[src/rtl/core/jkvl_pkg.sv]
// Package for the JSON key/value locator: widths, character codes, phase and status types.
`default_nettype none
package jkvl_pkg;

   localparam int BYTE_W    = 8;
   localparam int KEY_W     = 64;
   localparam int KLEN_W    = 4;
   localparam int OFF_W     = 16;
   localparam int LEN_W     = 17;
   localparam int CSR_IDX_W = 1;

   localparam int DEF_MAX_DOC_BYTES = 65536;
   localparam int DEF_MAX_DEPTH     = 255;
   localparam int DEF_MAX_KEY_BYTES = 8;

   localparam logic [BYTE_W-1:0] CH_NUL    = 8'h00;
   localparam logic [BYTE_W-1:0] CH_LBRACE = 8'h7B;
   localparam logic [BYTE_W-1:0] CH_LBRACK = 8'h5B;
   localparam logic [BYTE_W-1:0] CH_RBRACE = 8'h7D;
   localparam logic [BYTE_W-1:0] CH_RBRACK = 8'h5D;
   localparam logic [BYTE_W-1:0] CH_COMMA  = 8'h2C;
   localparam logic [BYTE_W-1:0] CH_COLON  = 8'h3A;
   localparam logic [BYTE_W-1:0] CH_QUOTE  = 8'h22;
   localparam logic [BYTE_W-1:0] CH_BSLASH = 8'h5C;
   localparam logic [BYTE_W-1:0] CH_SPACE  = 8'h20;
   localparam logic [BYTE_W-1:0] CH_TAB    = 8'h09;
   localparam logic [BYTE_W-1:0] CH_LF     = 8'h0A;
   localparam logic [BYTE_W-1:0] CH_CR     = 8'h0D;

   typedef enum logic [3:0] {
      PH_OPEN,
      PH_KEYSTART,
      PH_KEY,
      PH_COLON,
      PH_VALSTART,
      PH_MSTR,
      PH_MNEST,
      PH_MRAW,
      PH_SKIP
   } phase_type;

   typedef enum logic [1:0] {
      ST_FOUND  = 2'd0,
      ST_NONE   = 2'd1,
      ST_UNTERM = 2'd2,
      ST_DEEP   = 2'd3
   } status_type;

   typedef enum logic [CSR_IDX_W-1:0] {
      REG_KEY_CHARS  = 1'b0,
      REG_KEY_LENGTH = 1'b1
   } csr_reg_type;

   typedef struct packed {
      status_type         status;
      logic [OFF_W-1:0]   value_offset;
      logic [LEN_W-1:0]   value_length;
   } result_type;

endpackage
`default_nettype wire

[src/rtl/core/jkvl_if.sv]
// Channel interfaces: byte input, result output and register write port.
`default_nettype none
interface jkvl_req_if;
   import jkvl_pkg::*;
   logic              valid;
   logic              ready;
   logic [BYTE_W-1:0] data_byte;
   logic              last_byte;
   modport source (output valid, data_byte, last_byte, input ready);
   modport sink   (input valid, data_byte, last_byte, output ready);
endinterface

interface jkvl_rsp_if;
   import jkvl_pkg::*;
   logic             valid;
   logic             ready;
   status_type       status;
   logic [OFF_W-1:0] value_offset;
   logic [LEN_W-1:0] value_length;
   modport source (output valid, status, value_offset, value_length, input ready);
   modport sink   (input valid, status, value_offset, value_length, output ready);
endinterface

interface jkvl_csr_if;
   import jkvl_pkg::*;
   logic                 valid;
   logic                 ready;
   logic [CSR_IDX_W-1:0] index;
   logic [KEY_W-1:0]     data;
   modport source (output valid, index, data, input ready);
   modport sink   (input valid, index, data, output ready);
endinterface
`default_nettype wire

[src/rtl/core/jkvl_scan.sv]
// Per-byte parser: document state registers and the decision logic for one byte.
`default_nettype none
module jkvl_scan #(
   parameter int MAX_DOC_BYTES = jkvl_pkg::DEF_MAX_DOC_BYTES,
   parameter int MAX_DEPTH     = jkvl_pkg::DEF_MAX_DEPTH,
   parameter int MAX_KEY_BYTES = jkvl_pkg::DEF_MAX_KEY_BYTES
) (
   input  wire logic                          clock,
   input  wire logic                          reset,
   input  wire logic                          step,
   input  wire logic [jkvl_pkg::BYTE_W-1:0]   data_byte,
   input  wire logic                          last_byte,
   input  wire logic [jkvl_pkg::KEY_W-1:0]    key_chars,
   input  wire logic [jkvl_pkg::KLEN_W-1:0]   key_length,
   output logic                               res_valid,
   output jkvl_pkg::result_type               res
);
   import jkvl_pkg::*;

   localparam int PW  = $clog2(MAX_DOC_BYTES + 1);
   localparam int DW  = $clog2(MAX_DEPTH + 1);
   localparam int KIW = $clog2(MAX_KEY_BYTES + 1);

   phase_type        phase_ff, phase_in;
   logic [PW-1:0]    pos_ff, pos_in;
   logic [KIW-1:0]   kidx_ff, kidx_in;
   logic             keq_ff, keq_in;
   logic [DW-1:0]    depth_ff, depth_in;
   logic             instr_ff, instr_in;
   logic             bs_ff, bs_in;
   logic [PW-1:0]    vstart_ff, vstart_in;
   logic             decided_ff, decided_in;

   logic is_ws, is_open, is_close, is_comma, is_quote, is_bsl;
   logic [KLEN_W-1:0] kl;
   logic [2:0]        ksel;
   logic [BYTE_W-1:0] key_byte;
   logic              cmp_hit;
   logic [PW-1:0]     pos_inc;

   // nesting tracker inputs and outputs
   logic          n_in, n_bs;
   logic [DW-1:0] n_depth;
   logic [PW-1:0] vs_src;
   logic          trk_instr, trk_bs, trk_deep, trk_under;
   logic [DW-1:0] trk_depth;

   phase_type     cn_phase;
   logic [KIW-1:0] cn_kidx;
   logic          cn_keq, cn_instr, cn_bs;
   logic [DW-1:0] cn_depth;
   logic [PW-1:0] cn_vstart;
   logic          c_emit;
   status_type    c_st;
   logic [PW-1:0] c_off, c_len;

   phase_type     f_phase;
   logic [PW-1:0] f_pos, f_vs;
   logic          f_keq;
   status_type    f_st;
   logic [PW-1:0] f_off, f_len;

   logic          raw_emit;
   status_type    raw_st;
   logic [PW-1:0] raw_off, raw_len;
   logic          ovf;

   assign is_ws    = (data_byte == CH_SPACE) || (data_byte == CH_TAB) ||
                     (data_byte == CH_LF) || (data_byte == CH_CR);
   assign is_open  = (data_byte == CH_LBRACE) || (data_byte == CH_LBRACK);
   assign is_close = (data_byte == CH_RBRACE) || (data_byte == CH_RBRACK);
   assign is_comma = (data_byte == CH_COMMA);
   assign is_quote = (data_byte == CH_QUOTE);
   assign is_bsl   = (data_byte == CH_BSLASH);

   assign kl       = (key_length > KLEN_W'(MAX_KEY_BYTES)) ? KLEN_W'(MAX_KEY_BYTES) : key_length;
   assign ksel     = 3'(kidx_ff);
   assign key_byte = key_chars[{ksel, 3'b000} +: BYTE_W];
   assign cmp_hit  = keq_ff && (KLEN_W'(kidx_ff) < kl) && (key_byte == data_byte);
   assign pos_inc  = PW'(pos_ff + 1'b1);

   // a skipped value starts with clean string and depth state
   assign n_in    = (phase_ff == PH_VALSTART) ? 1'b0 : instr_ff;
   assign n_bs    = (phase_ff == PH_VALSTART) ? 1'b0 : bs_ff;
   assign n_depth = (phase_ff == PH_VALSTART) ? '0 : depth_ff;
   assign vs_src  = (phase_ff == PH_VALSTART) ? pos_ff : vstart_ff;

   always_comb begin
      trk_instr = n_in;
      trk_bs    = n_bs;
      trk_depth = n_depth;
      trk_deep  = 1'b0;
      trk_under = 1'b0;
      if (n_in) begin
         if (n_bs) begin
            trk_bs = 1'b0;
         end else if (is_bsl) begin
            trk_bs = 1'b1;
         end else if (is_quote) begin
            trk_instr = 1'b0;
         end
      end else if (is_quote) begin
         trk_instr = 1'b1;
         trk_bs    = 1'b0;
      end else if (is_open) begin
         if (n_depth >= DW'(MAX_DEPTH)) begin
            trk_deep = 1'b1;
         end else begin
            trk_depth = DW'(n_depth + 1'b1);
         end
      end else if (is_close) begin
         if (n_depth == '0) begin
            trk_under = 1'b1;
         end else begin
            trk_depth = DW'(n_depth - 1'b1);
         end
      end
   end

   // consume one non-zero byte
   always_comb begin
      cn_phase  = phase_ff;
      cn_kidx   = kidx_ff;
      cn_keq    = keq_ff;
      cn_depth  = depth_ff;
      cn_instr  = instr_ff;
      cn_bs     = bs_ff;
      cn_vstart = vstart_ff;
      c_emit    = 1'b0;
      c_st      = ST_NONE;
      c_off     = '0;
      c_len     = '0;
      unique case (phase_ff)
         PH_OPEN: begin
            if (!is_ws) begin
               if (data_byte == CH_LBRACE) begin
                  cn_phase = PH_KEYSTART;
               end else begin
                  c_emit = 1'b1;
               end
            end
         end
         PH_KEYSTART: begin
            if (!is_ws) begin
               if (is_quote) begin
                  cn_phase = PH_KEY;
                  cn_kidx  = '0;
                  cn_keq   = 1'b1;
                  cn_bs    = 1'b0;
               end else begin
                  c_emit = 1'b1;
               end
            end
         end
         PH_KEY: begin
            if (!bs_ff && is_quote) begin
               cn_keq   = keq_ff && (KLEN_W'(kidx_ff) == kl);
               cn_phase = PH_COLON;
            end else begin
               if (bs_ff) begin
                  cn_bs = 1'b0;
               end else if (is_bsl) begin
                  cn_bs = 1'b1;
               end
               if (cmp_hit) begin
                  cn_kidx = KIW'(kidx_ff + 1'b1);
               end else begin
                  cn_keq = 1'b0;
               end
            end
         end
         PH_COLON: begin
            if (!is_ws) begin
               if (data_byte == CH_COLON) begin
                  cn_phase = PH_VALSTART;
               end else begin
                  c_emit = 1'b1;
               end
            end
         end
         PH_VALSTART, PH_SKIP: begin
            if (phase_ff == PH_VALSTART && is_ws) begin
               cn_phase = PH_VALSTART;
            end else if (phase_ff == PH_VALSTART && keq_ff) begin
               cn_vstart = pos_ff;
               cn_instr  = 1'b0;
               cn_bs     = 1'b0;
               if (is_quote) begin
                  cn_phase = PH_MSTR;
               end else if (is_open) begin
                  cn_depth = DW'(1);
                  cn_phase = PH_MNEST;
               end else if (is_close || is_comma) begin
                  c_emit = 1'b1;
                  c_st   = ST_FOUND;
                  c_off  = pos_ff;
               end else begin
                  cn_phase = PH_MRAW;
               end
            end else begin
               // skipping a value that belongs to another key
               cn_vstart = vs_src;
               cn_instr  = n_in;
               cn_bs     = n_bs;
               cn_depth  = n_depth;
               cn_phase  = PH_SKIP;
               if (!n_in && is_comma && n_depth == '0) begin
                  cn_phase = PH_KEYSTART;
               end else if (trk_deep) begin
                  c_emit = 1'b1;
                  c_st   = ST_DEEP;
                  c_off  = vs_src;
               end else if (trk_under) begin
                  c_emit = 1'b1;
               end else begin
                  cn_instr = trk_instr;
                  cn_bs    = trk_bs;
                  cn_depth = trk_depth;
               end
            end
         end
         PH_MSTR: begin
            if (bs_ff) begin
               cn_bs = 1'b0;
            end else if (is_bsl) begin
               cn_bs = 1'b1;
            end else if (is_quote) begin
               c_emit = 1'b1;
               c_st   = ST_FOUND;
               c_off  = vstart_ff;
               c_len  = PW'(pos_ff - vstart_ff + 1'b1);
            end
         end
         PH_MNEST: begin
            if (trk_deep) begin
               c_emit = 1'b1;
               c_st   = ST_DEEP;
               c_off  = vstart_ff;
            end else begin
               cn_instr = trk_instr;
               cn_bs    = trk_bs;
               cn_depth = trk_depth;
               if (!instr_ff && is_close && trk_depth == '0) begin
                  c_emit = 1'b1;
                  c_st   = ST_FOUND;
                  c_off  = vstart_ff;
                  c_len  = PW'(pos_ff - vstart_ff + 1'b1);
               end
            end
         end
         PH_MRAW: begin
            if (is_comma || is_close || is_ws) begin
               c_emit = 1'b1;
               c_st   = ST_FOUND;
               c_off  = vstart_ff;
               c_len  = PW'(pos_ff - vstart_ff);
            end
         end
         default: begin
            c_emit = 1'b1;
         end
      endcase
   end

   // end of document, either on a zero byte or after the last byte
   always_comb begin
      if (data_byte == CH_NUL) begin
         f_phase = phase_ff;
         f_pos   = pos_ff;
         f_keq   = keq_ff;
         f_vs    = vstart_ff;
      end else begin
         f_phase = cn_phase;
         f_pos   = pos_inc;
         f_keq   = cn_keq;
         f_vs    = cn_vstart;
      end
      f_st  = ST_NONE;
      f_off = '0;
      f_len = '0;
      unique case (f_phase)
         PH_VALSTART: begin
            if (f_keq) begin
               f_st  = ST_FOUND;
               f_off = f_pos;
            end
         end
         PH_MSTR: begin
            f_st  = ST_UNTERM;
            f_off = f_vs;
            f_len = PW'(f_pos - f_vs);
         end
         PH_MRAW: begin
            f_st  = ST_FOUND;
            f_off = f_vs;
            f_len = PW'(f_pos - f_vs);
         end
         default: begin
            f_st = ST_NONE;
         end
      endcase
   end

   always_comb begin
      phase_in   = phase_ff;
      pos_in     = pos_ff;
      kidx_in    = kidx_ff;
      keq_in     = keq_ff;
      depth_in   = depth_ff;
      instr_in   = instr_ff;
      bs_in      = bs_ff;
      vstart_in  = vstart_ff;
      decided_in = decided_ff;
      raw_emit   = 1'b0;
      raw_st     = ST_NONE;
      raw_off    = '0;
      raw_len    = '0;
      if (!decided_ff) begin
         priority if (data_byte == CH_NUL) begin
            raw_emit = 1'b1;
            raw_st   = f_st;
            raw_off  = f_off;
            raw_len  = f_len;
         end else if (pos_ff >= PW'(MAX_DOC_BYTES)) begin
            raw_emit = 1'b1;
         end else begin
            phase_in  = cn_phase;
            pos_in    = pos_inc;
            kidx_in   = cn_kidx;
            keq_in    = cn_keq;
            depth_in  = cn_depth;
            instr_in  = cn_instr;
            bs_in     = cn_bs;
            vstart_in = cn_vstart;
            if (c_emit) begin
               raw_emit = 1'b1;
               raw_st   = c_st;
               raw_off  = c_off;
               raw_len  = c_len;
            end else if (last_byte) begin
               raw_emit = 1'b1;
               raw_st   = f_st;
               raw_off  = f_off;
               raw_len  = f_len;
            end
         end
         if (raw_emit) begin
            decided_in = 1'b1;
         end
      end
      if (last_byte) begin
         phase_in   = PH_OPEN;
         pos_in     = '0;
         kidx_in    = '0;
         keq_in     = 1'b1;
         depth_in   = '0;
         instr_in   = 1'b0;
         bs_in      = 1'b0;
         vstart_in  = '0;
         decided_in = 1'b0;
      end
   end

   // results that do not fit their fields are reported as not found
   always_comb begin
      ovf = (32'(raw_off) > 32'h0000_FFFF) || (32'(raw_len) > 32'h0001_FFFF);
      res.status       = raw_st;
      res.value_offset = OFF_W'(raw_off);
      res.value_length = LEN_W'(raw_len);
      if (raw_st == ST_NONE || ovf) begin
         res.status       = ST_NONE;
         res.value_offset = '0;
         res.value_length = '0;
      end
   end

   assign res_valid = raw_emit;

   always_ff @(posedge clock) begin
      if (reset) begin
         phase_ff   <= PH_OPEN;
         pos_ff     <= '0;
         kidx_ff    <= '0;
         keq_ff     <= 1'b1;
         depth_ff   <= '0;
         instr_ff   <= 1'b0;
         bs_ff      <= 1'b0;
         vstart_ff  <= '0;
         decided_ff <= 1'b0;
      end else if (step) begin
         phase_ff   <= phase_in;
         pos_ff     <= pos_in;
         kidx_ff    <= kidx_in;
         keq_ff     <= keq_in;
         depth_ff   <= depth_in;
         instr_ff   <= instr_in;
         bs_ff      <= bs_in;
         vstart_ff  <= vstart_in;
         decided_ff <= decided_in;
      end
   end

`ifndef SYNTHESIS
   a_one_result: assert property (@(posedge clock) disable iff (reset)
      step && res_valid && !last_byte |=> decided_ff)
      else $error("result given but document not marked decided");
   a_no_result_after: assert property (@(posedge clock) disable iff (reset)
      decided_ff |-> !res_valid)
      else $error("second result for one document");
   a_depth_bound: assert property (@(posedge clock) disable iff (reset)
      depth_ff <= DW'(MAX_DEPTH))
      else $error("nesting depth above limit");
   a_pos_bound: assert property (@(posedge clock) disable iff (reset)
      pos_ff <= PW'(MAX_DOC_BYTES))
      else $error("byte position beyond document limit");
   a_rearm: assert property (@(posedge clock) disable iff (reset)
      step && last_byte |=> phase_ff == PH_OPEN && pos_ff == '0 && !decided_ff)
      else $error("last byte did not re-arm the parser");
`endif

endmodule
`default_nettype wire

[src/rtl/core/json_key_value_locator_unit.sv]
// Top level of the JSON key/value locator: channels, key registers, input and result stages.
//
//  channel   | dir | payload                                   | transaction
//  req_chan  | in  | data_byte[7:0], last_byte                 | one document byte
//  rsp_chan  | out | status[1:0], value_offset[15:0],          | one result per document
//            |     | value_length[16:0]                        |
//  csr_chan  | in  | index (0 key_chars, 1 key_length), data   | one register write
//
// One byte per cycle sustained. A byte is registered in the input stage on acceptance and
// then parsed, and the byte that decides a result writes it into the result register.
// The parser state registers close the only per-byte loop.
// Input stalls only when the byte in the input stage gives a result while the result
// register is full and not being taken. Reset is synchronous; it clears the key
// registers and returns the parser to waiting for the opening brace.
`default_nettype none
module json_key_value_locator_unit #(
   parameter int MAX_DOC_BYTES = jkvl_pkg::DEF_MAX_DOC_BYTES,
   parameter int MAX_DEPTH     = jkvl_pkg::DEF_MAX_DEPTH,
   parameter int MAX_KEY_BYTES = jkvl_pkg::DEF_MAX_KEY_BYTES
) (
   input wire logic   clock,
   input wire logic   reset,
   jkvl_req_if.sink   req_chan,
   jkvl_rsp_if.source rsp_chan,
   jkvl_csr_if.sink   csr_chan
);
   import jkvl_pkg::*;

   logic [KEY_W-1:0]  key_chars_ff;
   logic [KLEN_W-1:0] key_length_ff;

   logic              in_valid_ff;
   logic [BYTE_W-1:0] in_byte_ff;
   logic              in_last_ff;

   logic              out_valid_ff;
   result_type        out_res_ff;

   logic       advance;
   logic       res_valid;
   result_type res;

   assign csr_chan.ready = 1'b1;

   always_ff @(posedge clock) begin
      if (reset) begin
         key_chars_ff  <= '0;
         key_length_ff <= '0;
      end else if (csr_chan.valid) begin
         unique case (csr_reg_type'(csr_chan.index))
            REG_KEY_CHARS:  key_chars_ff  <= csr_chan.data;
            REG_KEY_LENGTH: key_length_ff <= csr_chan.data[KLEN_W-1:0];
            default:        key_chars_ff  <= key_chars_ff;
         endcase
      end
   end

   // a byte that gives no result may move on even while the result stage is held
   assign advance        = in_valid_ff && (!res_valid || !out_valid_ff || rsp_chan.ready);
   assign req_chan.ready = !in_valid_ff || advance;

   always_ff @(posedge clock) begin
      if (reset) begin
         in_valid_ff <= 1'b0;
      end else if (req_chan.ready) begin
         in_valid_ff <= req_chan.valid;
      end
   end

   always_ff @(posedge clock) begin
      if (req_chan.ready && req_chan.valid) begin
         in_byte_ff <= req_chan.data_byte;
         in_last_ff <= req_chan.last_byte;
      end
   end

   jkvl_scan #(
      .MAX_DOC_BYTES (MAX_DOC_BYTES),
      .MAX_DEPTH     (MAX_DEPTH),
      .MAX_KEY_BYTES (MAX_KEY_BYTES)
   ) u_scan (
      .clock      (clock),
      .reset      (reset),
      .step       (advance),
      .data_byte  (in_byte_ff),
      .last_byte  (in_last_ff),
      .key_chars  (key_chars_ff),
      .key_length (key_length_ff),
      .res_valid  (res_valid),
      .res        (res)
   );

   always_ff @(posedge clock) begin
      if (reset) begin
         out_valid_ff <= 1'b0;
      end else if (advance && res_valid) begin
         out_valid_ff <= 1'b1;
      end else if (rsp_chan.ready) begin
         out_valid_ff <= 1'b0;
      end
   end

   always_ff @(posedge clock) begin
      if (advance && res_valid) begin
         out_res_ff <= res;
      end
   end

   assign rsp_chan.valid        = out_valid_ff;
   assign rsp_chan.status       = out_res_ff.status;
   assign rsp_chan.value_offset = out_res_ff.value_offset;
   assign rsp_chan.value_length = out_res_ff.value_length;

endmodule
`default_nettype wire

[src/flat_wrapper.sv]
// flat-port wrapper written by rule: the top's interface ports become plain ports
module json_key_value_locator_unit_flat import jkvl_pkg::*;
#(
   parameter int MAX_DOC_BYTES = jkvl_pkg::DEF_MAX_DOC_BYTES,
   parameter int MAX_DEPTH     = jkvl_pkg::DEF_MAX_DEPTH,
   parameter int MAX_KEY_BYTES = jkvl_pkg::DEF_MAX_KEY_BYTES
)
  (clock, reset, req_chan_valid, req_chan_data_byte, req_chan_last_byte, req_chan_ready, rsp_chan_valid, rsp_chan_status, rsp_chan_value_offset, rsp_chan_value_length, rsp_chan_ready, csr_chan_valid, csr_chan_index, csr_chan_data, csr_chan_ready);
  jkvl_req_if req_chan_i ();
  jkvl_rsp_if rsp_chan_i ();
  jkvl_csr_if csr_chan_i ();
  input wire logic clock;
  input wire logic reset;
  input wire logic [$bits(req_chan_i.valid)-1:0] req_chan_valid;
  input wire logic [$bits(req_chan_i.data_byte)-1:0] req_chan_data_byte;
  input wire logic [$bits(req_chan_i.last_byte)-1:0] req_chan_last_byte;
  output wire logic [$bits(req_chan_i.ready)-1:0] req_chan_ready;
  output wire logic [$bits(rsp_chan_i.valid)-1:0] rsp_chan_valid;
  output wire logic [$bits(rsp_chan_i.status)-1:0] rsp_chan_status;
  output wire logic [$bits(rsp_chan_i.value_offset)-1:0] rsp_chan_value_offset;
  output wire logic [$bits(rsp_chan_i.value_length)-1:0] rsp_chan_value_length;
  input wire logic [$bits(rsp_chan_i.ready)-1:0] rsp_chan_ready;
  input wire logic [$bits(csr_chan_i.valid)-1:0] csr_chan_valid;
  input wire logic [$bits(csr_chan_i.index)-1:0] csr_chan_index;
  input wire logic [$bits(csr_chan_i.data)-1:0] csr_chan_data;
  output wire logic [$bits(csr_chan_i.ready)-1:0] csr_chan_ready;
  assign req_chan_i.valid = req_chan_valid;
  assign req_chan_i.data_byte = req_chan_data_byte;
  assign req_chan_i.last_byte = req_chan_last_byte;
  assign req_chan_ready = req_chan_i.ready;
  assign rsp_chan_valid = rsp_chan_i.valid;
  assign rsp_chan_status = rsp_chan_i.status;
  assign rsp_chan_value_offset = rsp_chan_i.value_offset;
  assign rsp_chan_value_length = rsp_chan_i.value_length;
  assign rsp_chan_i.ready = rsp_chan_ready;
  assign csr_chan_i.valid = csr_chan_valid;
  assign csr_chan_i.index = csr_chan_index;
  assign csr_chan_i.data = csr_chan_data;
  assign csr_chan_ready = csr_chan_i.ready;
  json_key_value_locator_unit #(.MAX_DOC_BYTES(MAX_DOC_BYTES), .MAX_DEPTH(MAX_DEPTH), .MAX_KEY_BYTES(MAX_KEY_BYTES)) u_core (.clock(clock), .reset(reset), .req_chan(req_chan_i), .rsp_chan(rsp_chan_i), .csr_chan(csr_chan_i));
endmodule
[config.mk]
export PLATFORM = sky130hd
export DESIGN_NAME = json_key_value_locator_unit_flat
export DESIGN_NICKNAME = d
export VERILOG_FILES = /design/src/rtl/core/jkvl_pkg.sv /design/src/rtl/core/jkvl_if.sv /design/src/rtl/core/jkvl_scan.sv /design/src/rtl/core/json_key_value_locator_unit.sv /design/src/flat_wrapper.sv
export SDC_FILE = /design/constraint.sdc
export NUM_CORES = 1
export LEC_CHECK = 0
export BUFFER_PORTS_ARGS = -buffer_cell sky130_fd_sc_hd__buf_4
export CAP_MARGIN = 5
export CORE_MARGIN = 5
export CORE_UTILIZATION = 60
export CTS_BUF_LIST = sky130_fd_sc_hd__clkbuf_4
export DETAILED_ROUTE_END_ITERATION = 6
export GPL_ROUTABILITY_DRIVEN = 0
export GPL_TIMING_DRIVEN = 0
export HOLD_SLACK_MARGIN = 0.03
export PLACE_DENSITY_LB_ADDON = 0.08
export SYNTH_ARGS = -nofsm -noshare
export SYNTH_HDL_FRONTEND = slang
export SYNTH_SLANG_ARGS = --single-unit
export TNS_END_PERCENT = 20
[constraint.sdc]
create_clock -name clock -period 6 [get_ports clock]
set_input_delay 0.6 -clock clock [delete_from_list [all_inputs] [get_ports clock]]
set_output_delay 0.6 -clock clock [all_outputs]
set_load 0.005 [all_outputs]
==> results of run 1 <==
-- synth_stat cells, types with 42 or more instances --
| library cell | count |
|---|---|
| nand2_1 | 220 |
| a21oi_1 | 141 |
| dfxtp_1 | 124 |
| nor2_1 | 110 |
| clkbuf_1 | 66 |
| nand3_1 | 58 |
| inv_1 | 49 |
| nor3_1 | 48 |
| xnor2_1 | 47 |
| edfxtp_1 | 44 |
| o21ai_0 | 44 |
| ha_1 | 42 |
-- per-stage QoR --
step | util, % | hold WS (ns) | TNS, ns | setup slack [ns] | power, mW
2_1_floorplan | - | 0.432 | 0 | 0.624 | 1.36
3_3_place_gp | 67.2 | 0.439 | -33.47 | -0.939 | 1.47
4_1_cts | 69.1 | 0.133 | 0 | 0.268 | 2.20
5_1_grt | 69.2 | 0.130 | 0 | 0.0231 | 2.27
6_report | 69.2 | 0.156 | 0 | 0.267 | 2.20
3_5_place_dp | 67.4 | 0.443 | -1.02 | -0.401 | 1.47
-- power groups by stage --
stage	sequential, mW	combinational, mW	clock (mW)
5_1_grt	1.22	0.258	0.794
3_5_place_dp	1.24	0.233	0
4_1_cts	1.22	0.234	0.747
2_1_floorplan	1.24	0.125	0
3_3_place_gp	1.24	0.225	0
6_report	1.22	0.238	0.749
-- state kept, by name, summed over array words and instances, names as in the netlist, 2 cells and up --
| register | count |
|---|---|
| u_core.key_length_ff | 4 |
| u_core.u_scan.pos_ff | 17 |
| u_core.u_scan.depth_ff | 8 |
| u_core.key_chars_ff | 64 |
| u_core.in_byte_ff | 8 |
| u_core.rsp_chan.value_length | 17 |
| u_core.rsp_chan.value_offset | 16 |
| u_core.u_scan.kidx_ff | 4 |
| u_core.rsp_chan.status | 2 |
| u_core.u_scan.vstart_ff | 17 |
| u_core.u_scan.phase_ff | 4 |
-- how the worst min path moves through the flow --
| stage | from | end | cells after the start |
|---|---|---|---|
| floorplan | u_core.key_length_ff[0]$_SDFFE_PP0P_ | u_core.key_length_ff[0]$_SDFFE_PP0P_ | 2 |
| global placement | u_core.key_chars_ff[46]$_SDFFE_PP0P_ | u_core.key_chars_ff[46]$_SDFFE_PP0P_ | 2 |
| detailed placement | u_core.key_length_ff[0]$_SDFFE_PP0P_ | u_core.key_length_ff[0]$_SDFFE_PP0P_ | 2 |
| CTS | req_chan_data_byte[5] | u_core.in_byte_ff[5]$_DFFE_PP_ | 1 |
| global route | req_chan_data_byte[6] | u_core.in_byte_ff[6]$_DFFE_PP_ | 1 |
| finish | req_chan_data_byte[3] | u_core.in_byte_ff[3]$_DFFE_PP_ | 1 |
-- routing by layer --
metal | global-route usage, % | up-vias
met3 | 5.98 | 138
met4 | 14.3 | 0
li1 | - | 5675
met2 | 50.7 | 795
met5 | 0 | -
met1 | 43.8 | 5496
-- placed cells by master (no fill, tap or decap), types with 7 or more instances in the layout --
cell	Yosys	final
nand2_1	220	220
a21oi_1	141	141
dfxtp_1	124	123
buf_4	3	118
nor2_1	110	108
clkbuf_1	66	65
nand3_1	58	58
inv_1	49	49
nor3_1	48	48
xnor2_1	47	47
o21ai_0	44	44
edfxtp_1	44	44
ha_1	42	42
mux2i_1	40	40
a22o_1	25	25
xor2_1	21	21
a22oi_1	20	20
or3_1	18	18
clkbuf_4	0	18
a221oi_1	16	16
nand2b_1	15	15
buf_1	16	15
nor2b_1	15	15
nand4_1	14	14
and3_1	14	14
mux2_2	14	14
a311oi_1	14	14
buf_2	13	13
nor3_2	12	12
a21o_1	11	11
nand3b_1	10	10
a211oi_1	10	10
o21a_1	9	9
a31oi_1	8	8
or4_1	7	7
-- final cells by class --
| class | instances | area, um2 |
|---|---|---|
| fill | 1662 | 6030 |
| timing repair buffer | 116 | 883 |
| clock inverter | 15 | 211 |
| inverter | 49 | 184 |
| tap | 265 | 332 |
| antenna | 1 | 2.50 |
| clock buffer | 17 | 128 |
| sequential | 168 | 3800 |
| buffer | 103 | 457 |
| multi-input combinational | 1160 | 7560 |
-- kinds of logic (layout without fill, tap and decap cells) --
| kind of cell | Yosys count | count (layout) |
|---|---|---|
| AO/OA/AOI/OAI | 389 | 389 |
| XOR/XNOR | 68 | 68 |
| adder cells (fa/ha/maj) | 44 | 44 |
| buffers and inverters | 152 | 300 |
| flip-flops | 168 | 168 |
| multiplexers | 60 | 60 |
| other | 1 | 2 |
| AND/OR/NAND/NOR | 598 | 598 |
-- timing repair --
item / CTS / global route
resized for setup: 3 / 4
setup endpoints to repair: 4 / 4
setup buffers: 0 / 1
==> reports/qor.yml, run 1 <==
drive_gt1_share_pct: 14.7
yosys.area.top_type: "dfxtp_1"
cts_buffer_depth: 2
ys_warn_count: 0
ys.flop_type: "dfxtp_1"
cts_tree: "built"
initial_utilization_pct: 61.2
synth-compound-area-share_pct: 22.1
io_buffers: 114
die-area_um2: 22900
endpoint_kind: "register"
fmax_ghz: 0.174
dpl.cell_count: 1860
antenna_left: 0
slew_violations: 0
fin_nets: 1738
grt_usage_pct: 32.4
met1Wirelength_mm: 15.0
cp.required_ns: 6.37
crit_cells: 20
cp_slowest_stage_delay_ns: 0.51
core_um2: 19600
gr-total-overflow: 0
io_pins: 117
clk_latency_ns: 0.61
pwr-share-seq_pct: 55.2
synthXorXnorAreaFrac_pct: 4.97
grt_max_degree: 27
hold_viol_final: 0
root_buffer: "clkbuf_4"
die_h_um: 151
violations: "DRC"
ir_drop_uv: 156
antenna_found_initial: 1
ys_seq_elements: 168
p_sw_mw: 0.693
path_class: "register to register"
finalCriticalPeriod_ns: 5.73
avgSynthCellArea_um2: 8.09
endpoint: "u_core.rsp_chan.value_length[16]$_SDFFCE_PP0P_"
power_density_nw_per_um2: 163
grt_pass1_wl_mm: 58.5
finalSetupViolCount: 0
htreeDepth: 4
r2r_end: "u_core.rsp_chan.value_length[16]$_SDFFCE_PP0P_"
muxShareOfSynthArea_pct: 5.62
r2r-start: "u_core.in_byte_ff[7]$_DFFE_PP_"
crit_top_cell: "a21oi_1"
remaining_drc_errors: 6
status: "complete, but fails checks"
synthSimpleGateAreaFrac_pct: 25.5
r2r_slack_ns: 0.27
max_cap_viol_count: 0
combPwrFrac_pct: 10.8
synth_top_area_share_pct: 20.7
p_sw_share_pct: 31.4
cts_sinks: 168
routed_wl_mm: 37.5
final.setup_skew_ns: 0.0346
p_leak_nw: 5.05
hpwl_mm: 28.1
crit_start: "u_core.in_byte_ff[7]$_DFFE_PP_"
synth_edf_count: 44
drt_iter0_markers: 1232
relSlewSlack_pct: 30.8
ctsHoldBuffers: 0
via_count: 12100
wl_per_cell_um: 19.8
grt_pass1_vias: 11300
via_per_inst: 6.39
min_path_type: "primary input to register"
syn_nets: 1603
synth_area_um2: 12000
path_cells: "clkbuf_1, or3_1, o32a_1, mux2i_2, or3_1, clkbuf_2, clkbuf_4, a21oi_1, fa_1, a211oi_1, o21a_1, nor3_1, nor2_1, a21oi_1, a211o_1, a21oi_1, xnor2_1, o21ai_0, o21a_1, a211oi_1"
cp_max_fo: 10
async_flop_share_pct: 0
area_growth_pct: 13.2
clk_pin_slew_ns: 0.17
rows: 51
top_layer: "met4"
place_area_um2: 13200
synth_fa_ha_area_share_pct: 4.72
die_x_um: 151
p_int_mw: 1.51
yosys.cell_types.count: 101
routed-wl-met2_mm: 16.5
power_frac_clock_pct: 34.0
rsz0062_at_grt: "no"
worst_pin_slew_ns: 1.03
cp_data_arrival_time_ns: 6.10
wl_met3_mm: 4.38
dr.pass1.iters: 7
cts_buffers: 17
slowest_stage: "fa_1"
worst-path-buf-inv: 3
post_layout_nonfiller_instances: 1894
finalCritPeriodShare_pct: 95.6
synth_top_family_by_area: "simple AND/OR/NAND/NOR gates"
postLayoutCellArea_um2: 13600
cp-start-kind: "register"
synth_area_leaders: "dfxtp_1 21%, edfxtp_1 11%, nand2_1 6.9%"
cp_top_family: "compound AO/OA/AOI/OAI gates"
syn_inst: 1480
synth_seq_area_share_pct: 31.7
r2r_cells: 20
No activity file was read; power rests on OpenSTA's default activity.
==> run 2, diff against run 1 <==
--- a/config.mk
+++ b/config.mk
@@ -7,8 +7,10 @@
 export LEC_CHECK = 0
 export BUFFER_PORTS_ARGS = -buffer_cell sky130_fd_sc_hd__buf_4
 export CAP_MARGIN = 5
+export CELL_PAD_IN_SITES_DETAIL_PLACEMENT = 1
+export CELL_PAD_IN_SITES_GLOBAL_PLACEMENT = 1
 export CORE_MARGIN = 5
-export CORE_UTILIZATION = 60
+export CORE_UTILIZATION = 46
 export CTS_BUF_LIST = sky130_fd_sc_hd__clkbuf_4
 export DETAILED_ROUTE_END_ITERATION = 6
 export GPL_ROUTABILITY_DRIVEN = 0
@@ -17,5 +19,6 @@
 export PLACE_DENSITY_LB_ADDON = 0.08
 export SYNTH_ARGS = -nofsm -noshare
 export SYNTH_HDL_FRONTEND = slang
+export SYNTH_HIERARCHICAL = 1
 export SYNTH_SLANG_ARGS = --single-unit
 export TNS_END_PERCENT = 20
==> run 2 against run 1 <==
The run now ends clean; synthesized cell count decreased by 0.74%; synthesized area fell by 2.7%; critical path type unchanged; hold slack got worse by 0.0086 ns; highest routed layer unchanged; critical endpoint is now u_core/u_scan/vstart_ff[8]$_SDFFE_PP0P_; routed wire length is 14% higher; clock-buffer cell count stayed put; cell count is 3.1% higher; first-iteration DRC count shrank 20%; non-clock buffer count unchanged.
==> reports/qor.yml, run 2 <==
status: "finished clean"
die-area_um2: 28600  # +25%
htreeDepth: 4  # unchanged
finalCritPeriodShare_pct: 95.8  # +0.25 points
power_density_nw_per_um2: 167  # +2.9%
syn_inst: 1469  # -0.74%
yosys.area.top_type: "dfxtp_1"
cts_tree: "built"
finalCriticalPeriod_ns: 5.75  # +0.0153 ns
hold_viol_final: 0  # unchanged
yosys.cell_types.count: 89  # -12%
io_pins: 117  # unchanged
post-synth-top-count-cell: "nand2_1"
cts_buffers: 17  # unchanged
final_common_cell: "nand2_1"
hpwl_mm: 32.7  # +16%
io_buffers: 114  # unchanged
synth_edf_count: 44  # unchanged
ir_drop_uv: 125  # -20%
ys_top_cells_by_count: "237 x nand2_1, 168 x a21oi_1, 157 x nor2_1, 124 x dfxtp_1, 63 x clkbuf_1"
r2r_slack_ns: 0.25  # -0.02 ns
finalPower_mw: 2.25  # +2.3%
slew_violations: 0  # unchanged
syn_nets: 1593  # -0.62%
r2r_end: "u_core/u_scan/vstart_ff[8]$_SDFFE_PP0P_"
fmax_ghz: 0.174  # -0.27%
post_layout_nonfiller_instances: 1953  # +3.1%
largest_reg_flops: 64  # unchanged
avgSynthCellArea_um2: 7.93  # -2.0%
grt_usage_pct: 29.2  # -3.2 points
ctsHoldBuffers: 0  # unchanged
gr-total-overflow: 0  # unchanged
synth_seq_area_share_pct: 32.6  # +0.90 points
rows: 58  # +14%
dr.pass1.iters: 5  # -2
cp_data_arrival_time_ns: 6.33  # +0.23 ns
layout_common_cells: "236 x nand2_1, 167 x a21oi_1, 155 x nor2_1"
endpoint_kind: "register"
clk_latency_ns: 0.62  # about the same
dpl.cell_count: 1915  # +3.0%
core_um2: 25000  # +28%
ys.flop_type: "dfxtp_1"
cp.required_ns: 6.58  # +0.21 ns
ys_seq_elements: 168  # unchanged
via_count: 11900  # -1.6%
r2r_cells: 21  # +5.0%
synth_top_area_share_pct: 21.3  # +0.59 points
grt_max_degree: 25  # -7.4%
worst_pin_slew_ns: 1.16  # +0.134 ns
rsz0062_at_grt: "yes"
preCtsSetupSlack_ns: -0.959  # -0.558 ns
r2r-start: "u_core/u_scan/phase_ff[1]$_SDFFE_PP0P_"
async_flop_share_pct: 0  # unchanged
max_cap_viol_count: 0  # unchanged
relSlewSlack_pct: 22.0  # -8.7 points
die_h_um: 169  # +12%
final.setup_skew_ns: 0.0316  # -0.00303 ns
crit_start: "u_core/u_scan/phase_ff[1]$_SDFFE_PP0P_"
cp_max_fo: 10  # unchanged
grt_pass1_vias: 12000  # +6.7%
synth_area_leaders: "dfxtp_1 21%, edfxtp_1 11%, nand2_1 7.6%"
synth_area_um2: 11700  # -2.7%
cp-start-kind: "register"
grt_pass1_wl_mm: 66.5  # +14%
root_buffer: "clkbuf_4"
clk_pin_slew_ns: 0.19  # +0.02 ns
die_x_um: 169  # +12%
finalSetupViolCount: 0  # unchanged
via_per_inst: 6.10  # -4.6%
ys_warn_count: 6  # +6
remaining_drc_errors: 0  # -6
wl_per_cell_um: 21.8  # +10%
antenna_left: 0  # unchanged
initial_utilization_pct: 46.5  # -15 points
timing.final.ws_setup_ns: 0.252  # -0.0153 ns
path_class: "register to register"
p_leak_nw: 5.02  # -0.46%
drt_iter0_markers: 987  # -20%
fin_tns_setup_ns: 0  # unchanged
min_path_type: "primary input to register"
cts_buffer_depth: 2  # unchanged
routed_wl_mm: 42.6  # +14%
drive_gt1_share_pct: 14.6  # -0.13 points
cts_sinks: 168  # unchanged
final_util_pct: 53.8  # -15 points
max_flop_register: "u_core/key_chars_ff"
endpoint: "u_core/u_scan/vstart_ff[8]$_SDFFE_PP0P_"
fin_nets: 1733  # -0.29%
antenna_found_initial: 1  # unchanged
area_growth_pct: 15.6
-- run 2: per-layer routing --
| layer | GRT usage (%) | part of all wire (%) | routed length (um) |
|---|---|---|---|
| met5 | 0 | 0 | 0 |
| met3 | 4.78 | 6.9 | 2930 |
| met2 | 47.0 | 46 | 19700 |
| met4 | 7.74 | 2.1 | 877 |
| met1 | 41.0 | 45 | 19100 |
-- run 2: layout make-up --
| cell class | instances | area, um2 |
|---|---|---|
| fill | 3132 | 11600 |
| multi-input combinational | 1159 | 7290 |
| sequential | 168 | 3800 |
| timing repair buffer | 123 | 953 |
| buffer | 96 | 492 |
| tap | 330 | 413 |
| clock inverter | 15 | 226 |
| inverter | 44 | 165 |
| clock buffer | 17 | 128 |
| antenna | 1 | 2.50 |
-- run 2: worst min-delay path by stage --
stage,start,end,slack (ns),cells after the start
floorplan,u_core/key_length_ff[0]$_SDFFE_PP0P_,u_core/key_length_ff[0]$_SDFFE_PP0P_,0.43,2
global placement,u_core/key_chars_ff[60]$_SDFFE_PP0P_,u_core/key_chars_ff[60]$_SDFFE_PP0P_,0.44,2
detailed placement,u_core/key_chars_ff[60]$_SDFFE_PP0P_,u_core/key_chars_ff[60]$_SDFFE_PP0P_,0.45,2
CTS,req_chan_data_byte[3],u_core/in_byte_ff[3]$_DFFE_PP_,0.11,1
global route,req_chan_data_byte[7],u_core/in_byte_ff[7]$_DFFE_PP_,0.09,1
finish,req_chan_data_byte[3],u_core/in_byte_ff[3]$_DFFE_PP_,0.15,1
-- run 2: through the flow --
step	area [um2]	hold slack [ns]
2_1_floorplan	11700	0.432
3_3_place_gp	12900	0.439
3_5_place_dp	13000	0.447
4_1_cts	13400	0.109
5_1_grt	13500	0.0887
6_report	13500	0.148
-- run 2: power breakdown --
| group | switching (mW) | internal [mW] |
|---|---|---|
| logic | 0.148 | 0.105 |
| registers | 0.0191 | 1.20 |
| clock network | 0.563 | 0.224 |
| total | 0.730 | 1.52 |
-- run 2: repair_timing --
action                                  CTS  global route
endpoints found under the setup margin   57            72
gates resized for setup                  17            13
hold endpoints to repair                  0             0
setup buffers                             1             6
pin swaps                                 1             4
-- run 2: cell families after synthesis --
kind of cell / synth area share, %
AND/OR/NAND/NOR: 22.5
AO/OA/AOI/OAI: 23.0
flip-flops: 32.6
buffers and inverters: 5.59
XOR/XNOR: 5.19
multiplexers: 6.13
adder cells (fa/ha/maj): 4.96
other: 0.0322
-- run 2: worst max-delay path: stages, from the launching register on --
cell and delay [ns]:
dfxtp_1 0.33, buf_2 0.19, or4b_4 0.58, buf_2 0.24, nand2_1 0.20, inv_1 0.11, ha_1 0.23, nand3_1 0.20
nor4_4 0.08, o32ai_1 0.46, o22ai_1 0.19, a31oi_1 0.16, nand4_1 0.24, nor4_4 0.40, nor3_1 0.13, a21oi_2 0.36
a21boi_2 0.18, o21ai_2 0.22, a21oi_1 0.11, nor2_2 0.44, clkbuf_2 0.43, a22o_1 0.21
